### src/fida_pkg.sv
// Shared types and constants for the FIFO ID allocator.
`default_nettype none

package fida_pkg;

    // ID and count width, and size of the live flag table
    localparam int ID_W      = 8;
    localparam int NUM_FLAGS = 256;

    // Limit register value after reset
    localparam logic [ID_W-1:0] LIMIT_RST = 8'd255;

    typedef enum logic [1:0] {
        ACT_ALLOC   = 2'd0,
        ACT_RELEASE = 2'd1,
        ACT_QUERY   = 2'd2
    } t_action;

    typedef enum logic [1:0] {
        ST_OK       = 2'd0,
        ST_FULL     = 2'd1,
        ST_RANGE    = 2'd2,
        ST_NOT_LIVE = 2'd3
    } t_status;

    // Free list control: pop head, push tail, rebuild with a new limit
    typedef struct packed {
        logic            reinit;
        logic [ID_W-1:0] reinit_lim;
        logic            pop;
        logic            push;
        logic [ID_W-1:0] push_id;
    } t_fl_ctrl;

    // Live flag control: set on allocate, clear on release
    typedef struct packed {
        logic            reinit;
        logic            set;
        logic [ID_W-1:0] set_id;
        logic            clr;
        logic [ID_W-1:0] clr_id;
    } t_live_ctrl;

endpackage

`default_nettype wire

### src/fida_free_list.sv
// Circular free list of IDs with a prefetched head entry.
`default_nettype none

module fida_free_list
    import fida_pkg::*;
#(
    parameter int ID_CAPACITY = 255
) (
    input  wire logic            i_clk,
    input  wire logic            i_rst_n,
    input  wire t_fl_ctrl        i_ctrl,
    input  wire logic [ID_W-1:0] i_cur_lim,
    output logic      [ID_W-1:0] o_head_id
);

    localparam int PW = (ID_CAPACITY > 1) ? $clog2(ID_CAPACITY) : 1;
    localparam logic [PW-1:0] LAST_POS = PW'(ID_CAPACITY - 1);

    logic [ID_W-1:0]        mem [ID_CAPACITY];
    logic [ID_CAPACITY-1:0] r_wvld;
    logic [PW-1:0]          r_head;
    logic [PW-1:0]          r_tail;
    logic [PW-1:0]          n_head;
    logic [PW-1:0]          n_tail;
    logic [PW-1:0]          reinit_tail;
    logic [ID_W-1:0]        r_mem_q;
    logic                   r_hd_vld;
    logic                   r_byp_hit;
    logic [ID_W-1:0]        r_byp_data;
    logic [ID_W-1:0]        init_val;
    logic                   do_push;

    function automatic logic [PW-1:0] ring_next(input logic [PW-1:0] p);
        return (p == LAST_POS) ? '0 : p + PW'(1);
    endfunction

    // Tail after rebuild: limit modulo capacity, limit never above capacity
    assign reinit_tail = (i_ctrl.reinit_lim == ID_W'(ID_CAPACITY)) ? '0
                                                                    : PW'(i_ctrl.reinit_lim);

    assign do_push = i_ctrl.push && !i_ctrl.reinit;

    // Advance pointers
    always_comb begin
        if (i_ctrl.reinit) begin
            n_head = '0;
            n_tail = reinit_tail;
        end else begin
            n_head = i_ctrl.pop ? ring_next(r_head) : r_head;
            n_tail = do_push ? ring_next(r_tail) : r_tail;
        end
    end

    // Hold pointers, written marks and prefetch control
    always_ff @(posedge i_clk) begin
        if (!i_rst_n) begin
            r_head    <= '0;
            r_tail    <= '0;
            r_wvld    <= '0;
            r_hd_vld  <= 1'b0;
            r_byp_hit <= 1'b0;
        end else begin
            r_head    <= n_head;
            r_tail    <= n_tail;
            r_hd_vld  <= !i_ctrl.reinit && r_wvld[n_head];
            r_byp_hit <= do_push && (r_tail == n_head);
            if (i_ctrl.reinit) begin
                r_wvld <= '0;
            end else if (do_push) begin
                r_wvld[r_tail] <= 1'b1;
            end
        end
    end

    // Memory: push at tail, read next head
    always_ff @(posedge i_clk) begin
        if (do_push) begin
            mem[r_tail] <= i_ctrl.push_id;
        end
        r_mem_q    <= mem[n_head];
        r_byp_data <= i_ctrl.push_id;
    end

    // Unwritten entry p holds p+1 below the limit, else zero
    assign init_val = (ID_W'(r_head) < i_cur_lim) ? ID_W'(r_head) + ID_W'(1) : '0;

    assign o_head_id = r_byp_hit ? r_byp_data : (r_hd_vld ? r_mem_q : init_val);

endmodule

`default_nettype wire

### src/fida_live_tbl.sv
// Live flag per ID and the live ID counter.
`default_nettype none

module fida_live_tbl
    import fida_pkg::*;
(
    input  wire logic            i_clk,
    input  wire logic            i_rst_n,
    input  wire t_live_ctrl      i_ctrl,
    input  wire logic [ID_W-1:0] i_query_id,
    output logic                 o_query_live,
    output logic      [ID_W-1:0] o_total
);

    logic [NUM_FLAGS-1:0] r_flags;
    logic [ID_W-1:0]      r_total;

    // Update flags and count
    always_ff @(posedge i_clk) begin
        if (!i_rst_n || i_ctrl.reinit) begin
            r_flags <= '0;
            r_total <= '0;
        end else begin
            if (i_ctrl.set) begin
                r_flags[i_ctrl.set_id] <= 1'b1;
                r_total <= r_total + ID_W'(1);
            end else if (i_ctrl.clr) begin
                r_flags[i_ctrl.clr_id] <= 1'b0;
                r_total <= r_total - ID_W'(1);
            end
        end
    end

    assign o_query_live = r_flags[i_query_id];
    assign o_total      = r_total;

endmodule

`default_nettype wire

### src/fifo_id_allocator.sv
// Top level of the FIFO ID allocator.
//
// Input channel (i_valid / o_stall) carries one request word: i_action
// (allocate, release, query) and i_target_id. Output channel (o_valid /
// i_stall) returns one result word per request: o_status, o_result_id and
// o_live_count. A word moves at an edge where valid is high and stall low.
// The configuration channel (i_cfg_valid / o_cfg_ready) writes the ID
// limit; ready is always high, and a write rebuilds the free list as 1..limit
// and clears every live flag in that same cycle.
// The result word appears the cycle after the request is taken. Unless the
// receiver stalls, throughput is one request per cycle, set by the single
// free list memory port pair (one push, one prefetched head read per cycle).
// When the receiver stalls, the result register holds its word and o_stall
// rises, so at most one request waits; a word leaving lets the next one in
// on the same edge. Reset is synchronous and restores the limit to 255, an
// empty output register and a full free list; it needs no clearing pass.
`default_nettype none

module fifo_id_allocator
    import fida_pkg::*;
#(
    parameter int ID_CAPACITY = 255
) (
    input  wire logic            i_clk,
    input  wire logic            i_rst_n,
    input  wire logic            i_valid,
    output logic                 o_stall,
    input  wire logic [1:0]      i_action,
    input  wire logic [ID_W-1:0] i_target_id,
    output logic                 o_valid,
    input  wire logic            i_stall,
    output logic      [1:0]      o_status,
    output logic      [ID_W-1:0] o_result_id,
    output logic      [ID_W-1:0] o_live_count,
    input  wire logic            i_cfg_valid,
    output logic                 o_cfg_ready,
    input  wire logic [ID_W-1:0] i_cfg_data
);

    localparam logic [ID_W-1:0] CAP_ID = ID_W'(ID_CAPACITY);

    logic            r_limit;
    logic [ID_W-1:0] r_lim;
    logic [ID_W-1:0] lim_eff;
    logic [ID_W-1:0] cfg_lim_eff;
    logic            accept;
    logic            cfg_wr;
    logic            busy;
    logic [ID_W-1:0] head_id;
    logic            query_live;
    logic [ID_W-1:0] total;
    logic            in_range;
    t_fl_ctrl        fl_ctrl;
    t_live_ctrl      lv_ctrl;
    t_status         n_status;
    logic [ID_W-1:0] n_rid;
    logic [ID_W-1:0] n_count;
    logic            do_pop;
    logic            do_push;
    logic            r_out_vld;
    t_status         r_out_status;
    logic [ID_W-1:0] r_out_id;
    logic [ID_W-1:0] r_out_count;

    assign o_cfg_ready = 1'b1;
    assign cfg_wr      = i_cfg_valid;
    assign o_stall     = r_out_vld && i_stall;
    assign accept      = i_valid && !o_stall;
    assign busy        = accept && !cfg_wr;

    // Hold the limit register
    always_ff @(posedge i_clk) begin
        if (!i_rst_n) begin
            r_lim   <= LIMIT_RST;
            r_limit <= 1'b1;
        end else if (cfg_wr) begin
            r_lim   <= i_cfg_data;
            r_limit <= 1'b1;
        end
    end

    assign lim_eff     = (r_lim < CAP_ID) ? r_lim : CAP_ID;
    assign cfg_lim_eff = (i_cfg_data < CAP_ID) ? i_cfg_data : CAP_ID;
    assign in_range    = (i_target_id != '0) && (i_target_id <= lim_eff) && r_limit;

    // Decide the outcome of the request word
    always_comb begin
        n_status = ST_OK;
        n_rid    = '0;
        do_pop   = 1'b0;
        do_push  = 1'b0;
        unique case (t_action'(i_action))
            ACT_ALLOC: begin
                if (total >= lim_eff) begin
                    n_status = ST_FULL;
                end else begin
                    n_rid  = head_id;
                    do_pop = 1'b1;
                end
            end
            ACT_RELEASE, ACT_QUERY: begin
                if (!in_range) begin
                    n_status = ST_RANGE;
                end else if (!query_live) begin
                    n_status = ST_NOT_LIVE;
                end else begin
                    n_rid   = i_target_id;
                    do_push = (t_action'(i_action) == ACT_RELEASE);
                end
            end
            default: begin
                n_status = ST_OK;
            end
        endcase
    end

    // Drive the free list and the live table
    always_comb begin
        fl_ctrl.reinit     = cfg_wr;
        fl_ctrl.reinit_lim = cfg_lim_eff;
        fl_ctrl.pop        = busy && do_pop;
        fl_ctrl.push       = busy && do_push;
        fl_ctrl.push_id    = i_target_id;

        lv_ctrl.reinit = cfg_wr;
        lv_ctrl.set    = busy && do_pop;
        lv_ctrl.set_id = head_id;
        lv_ctrl.clr    = busy && do_push;
        lv_ctrl.clr_id = i_target_id;
    end

    // Count after this word
    always_comb begin
        priority if (do_pop) begin
            n_count = total + ID_W'(1);
        end else if (do_push) begin
            n_count = total - ID_W'(1);
        end else begin
            n_count = total;
        end
    end

    fida_free_list #(
        .ID_CAPACITY (ID_CAPACITY)
    ) u_free_list (
        .i_clk     (i_clk),
        .i_rst_n   (i_rst_n),
        .i_ctrl    (fl_ctrl),
        .i_cur_lim (lim_eff),
        .o_head_id (head_id)
    );

    fida_live_tbl u_live_tbl (
        .i_clk        (i_clk),
        .i_rst_n      (i_rst_n),
        .i_ctrl       (lv_ctrl),
        .i_query_id   (i_target_id),
        .o_query_live (query_live),
        .o_total      (total)
    );

    // Output register: load on accept, drop once taken
    always_ff @(posedge i_clk) begin
        if (!i_rst_n) begin
            r_out_vld <= 1'b0;
        end else if (accept) begin
            r_out_vld <= 1'b1;
        end else if (!i_stall) begin
            r_out_vld <= 1'b0;
        end
    end

    always_ff @(posedge i_clk) begin
        if (accept) begin
            r_out_status <= n_status;
            r_out_id     <= n_rid;
            r_out_count  <= n_count;
        end
    end

    assign o_valid      = r_out_vld;
    assign o_status     = r_out_status;
    assign o_result_id  = r_out_id;
    assign o_live_count = r_out_count;

endmodule

`default_nettype wire

### config.mk
export PLATFORM = sky130hd
export DESIGN_NAME = fifo_id_allocator
export DESIGN_NICKNAME = d
export VERILOG_FILES = /design/src/fida_pkg.sv /design/src/fida_free_list.sv /design/src/fida_live_tbl.sv /design/src/fifo_id_allocator.sv
export SDC_FILE = /design/constraint.sdc
export NUM_CORES = 2
export LEC_CHECK = 0
export BUFFER_PORTS_ARGS = -buffer_cell sky130_fd_sc_hd__buf_2
export CORE_ASPECT_RATIO = 2
export CORE_MARGIN = 2
export CORE_UTILIZATION = 60
export DETAILED_ROUTE_END_ITERATION = 16
export PLACE_DENSITY_LB_ADDON = 0.08
export SETUP_SLACK_MARGIN = 0.3
export SYNTH_ARGS = -nofsm -noshare
export SYNTH_HDL_FRONTEND = slang
export SYNTH_HIERARCHICAL = 1
export SYNTH_SLANG_ARGS = --single-unit
### constraint.sdc
create_clock -name i_clk -period 9.4 [get_ports i_clk]
set_clock_uncertainty 0.1 [all_clocks]
set_input_delay 0 -clock i_clk [delete_from_list [all_inputs] [get_ports i_clk]]
set_output_delay 0 -clock i_clk [all_outputs]
set_load 0.01 [all_outputs]
==> flow_summary.toml <==
[grt]
antenna_found_initial = 12
grt_pass1_wl_mm = 482.9
grt_max_degree = 204
gr-total-overflow = 0
grt_pass1_vias = 67568
track_usage_pct = 37.85

[placement]
gp_congestion = 0.9687
post-dp-hpwl_mm = 222.2
place_area_um2 = 109000
numPortBuffers = 42

[power]
p_per_area_nw_per_um2 = 190.6
p_leak_nw = 36.99
power_w = 0.02221
peakVddDrop_uv = 195.0

[yosys]
synth_mux_area_share_pct = 10.69
synth_area_um2 = 106300
synth_edf_count = 2058
syn_nets = 7488
synth.distinct_cells = 92
yosys_most_used_dff = "edfxtp_1"
ys_ff_latch = 2620
synth_compound_area_share_pct = 8.486
syn_inst = 7424
avgSynthCellArea_um2 = 14.31
synth_warnings = 6
yosys.area_share.xor_xnor_pct = 0.2461
synth_seq_area_share_pct = 68.74
synthArstFlopShare_pct = 0
synth_top_family_by_area = "multiplexers"
yosys.area_share.adder_pct = 0.4898
synth-simple-area-share_pct = 8.607

[worst_setup_path]
r2r_cells = 17
slowest_stage = "nor3b_2"
worst_r2r_endpoint = "u_free_list/r_mem_q[4]"
cp_data_arrival_time_ns = 8.76
path_cells = "inv_1 > ha_1 > nor2b_1 > o21ai_1 > a21oi_2 > nor3b_2 > o21ai_2 > buf_4 > nor3_4 > buf_4 > buf_12 > mux2i_1 > a211oi_1 > nor4_2 > o22ai_1 > o31ai_1 > a221oi_1"
critPathLaunch = "u_live_tbl/o_total[0]"
crit_top_cell = "buf_4"
regToRegSetupSlack_ns = 1.22
cp.required_ns = 9.98
worstPathMaxFanout = 114
crit_path_end = "u_free_list/r_mem_q[4]"
r2r_start = "u_live_tbl/o_total[0]"
start_kind = "flop"
worst-setup-path-type = "flop to flop"
max_stage_delay_ns = 0.95
cp-end-kind = "flop"

[final_layout]
area_delta_synth_final_pct = 9.675
layout_commonest_cell = "edfxtp_1"
final_cell_area_um2 = 116600
drive_gt1_share_pct = 14.11
fin_nets = 7469
final_cell_mix = "edfxtp_1 (2058), nor2_1 (880), nand2_1 (664)"

[routing]
drc = 0
ant_nets = 0
post_drt_via_cell_ratio = 6.889
drtPass1Iterations = 8
wl_mm = 341.6
vias = 68187
drt_iter0_markers = 8174
detail_route.wl_per_cell_um = 34.52

[sta]
drv_slew = 2
rsz0062_at_grt = "false"
max_clock_freq_mhz = 122.2
worst_pin_slew_ns = 1.550
tns_ns = 0
finalCritPeriodShare_pct = 87.04
period_needed_ns = 8.182
setup_violations = 0
slew_headroom_pct = -4.212
finalHoldViolCount = 0

[cts]
path_clk_slew_ns = 0.07
cts_root_buf = "clkbuf_16"
clock-sinks = 2620
post_cts.repair.setup_buffers = 0
htreeDepth = 4
insertion_delay_ns = 0.88
cts_tree = "built"
cts-resized-gates = 0
clockBufferDepth = 4
cts_buffers = 221

[floorplan]
start_util_pct = 60.31
fp.dieH_um = 599.2
die_w_um = 301.6
ioPinCount = 44
core_area_um2 = 176200
rows = 218
dieArea_um2 = 180700

[run_status]
status = "complete, but fails checks"
violations = "capacitance limit, slew limit"

[min_path]
hold_class = "primary input to flop"

[job]
maxCapViolCount = 2
==> state kept, by name, summed over array words and instances, names as in the netlist <==
register	flops
o_result_id	8
u_live_tbl/r_flags	256
o_live_count	8
o_valid	1
u_free_list/r_head	8
u_free_list/mem	2040
u_live_tbl/o_total	8
u_free_list/r_wvld	255
u_free_list/r_tail	8
o_status	2
u_free_list/r_hd_vld	1
u_free_list/r_mem_q	8
u_free_list/r_byp_hit	1
r_lim	8
u_free_list/r_byp_data	8
==> how the worst min path moves through the flow <==
stage	from	to	slack, ns	depth (start not counted)
2_1_floorplan	i_target_id[0]	u_free_list/r_byp_data[0]	-0.07	0
3_3_place_gp	i_valid	o_valid	0.13	2
3_5_place_dp	i_valid	o_valid	0.13	2
4_1_cts	i_cfg_data[3]	u_free_list/r_tail[3]	0.01	5
5_1_grt	i_target_id[3]	u_free_list/mem[242][3]	0.07	2
6_report	i_target_id[3]	u_free_list/mem[242][3]	0.1	2
==> repair_timing <==
item | in CTS | in global routing
hold buffers | 57 | 0
endpoints found under the setup margin | 0 | 0
hold endpoints to repair | 897 | 0
==> metrics by stage <==
stage | setup WS, ns | hold WS (ns) | cells | utilization (%)
5_1_grt | 1.265 | 0.06995 | 9895 | 66.14
3_5_place_dp | 1.399 | 0.1325 | 9435 | 61.87
2_1_floorplan | 4.571 | -0.07228 | 7424 | -
6_report | 1.218 | 0.09757 | 9898 | 66.15
4_1_cts | 1.397 | 0.01379 | 9894 | 66.14
3_3_place_gp | 0.7733 | 0.1274 | 9432 | 61.83
==> area by class of cell <==
cell class                 instances  area (µm²)
fill                           12700       59650
antenna                            4       10.01
sequential                      2620       73050
tap                             2310        2890
clock buffer                     301        6093
inverter                          36       135.1
clock inverter                   101       862.1
timing repair buffer             318        2758
multi-input combinational       4208       30750
==> critical path: cells and delay by family, from the launching register on <==
family | cells | cell delay, ns
flip-flops | 1 | 0.53
multiplexers | 1 | 0.58
buffers and inverters | 4 | 1.36
AO/OA/AOI/OAI | 7 | 2.57
adder cells (fa/ha/maj) | 1 | 0.32
AND/OR/NAND/NOR | 4 | 2.18
==> logic make-up after synthesis <==
family	after synthesis
muxes	615
and+or+nand+nor	2104
xor gates and xnor gates	29
other	1
adders and majority gates	41
buffers and inverters	596
AOI/OAI and AO/OA	1418
DFF	2620
==> power breakdown <==
group	switching, W	internal (W)
Combinational	0.000511	0.000175
Sequential	0.0000143	0.0125
Clock	0.00414	0.00489
Total	0.00466	0.0175
==> layer usage <==
layer,track usage [%],wire length [µm]
met1,40.79,105500
met2,63.85,170700
met3,6.354,27530
met4,33.96,37900
met5,0,79
==> Yosys cell counts, types with 11 or more instances <==
library cell | count | area share, %
a2111oi_0 | 13 | 0.11
a211o_1 | 19 | 0.16
a211oi_1 | 208 | 1.5
a21oi_1 | 407 | 1.9
a221oi_1 | 26 | 0.21
a22o_1 | 19 | 0.16
a22oi_1 | 94 | 0.66
a311oi_1 | 32 | 0.26
a31oi_1 | 43 | 0.25
a32oi_1 | 15 | 0.12
and2_1 | 22 | 0.13
and3_1 | 130 | 0.77
buf_1 | 21 | 0.074
buf_2 | 117 | 0.55
buf_4 | 66 | 0.47
buf_6 | 31 | 0.33
clkbuf_1 | 321 | 1.1
dfxtp_1 | 562 | 11
edfxtp_1 | 2058 | 58
ha_1 | 40 | 0.47
inv_1 | 35 | 0.12
mux2_2 | 14 | 0.15
mux2i_1 | 194 | 1.8
mux4_1 | 24 | 0.59
mux4_2 | 383 | 8.1
nand2_1 | 668 | 2.4
nand2b_1 | 17 | 0.10
nand3_1 | 118 | 0.56
nand4_1 | 49 | 0.29
nor2_1 | 887 | 3.1
nor2b_1 | 31 | 0.18
nor3_1 | 65 | 0.31
nor4_1 | 64 | 0.38
o211ai_1 | 28 | 0.20
o21ai_0 | 309 | 1.5
o221ai_1 | 25 | 0.21
o22ai_1 | 79 | 0.47
o31ai_1 | 11 | 0.078
xnor2_1 | 19 | 0.16
(Power assumes the default switching activity.)
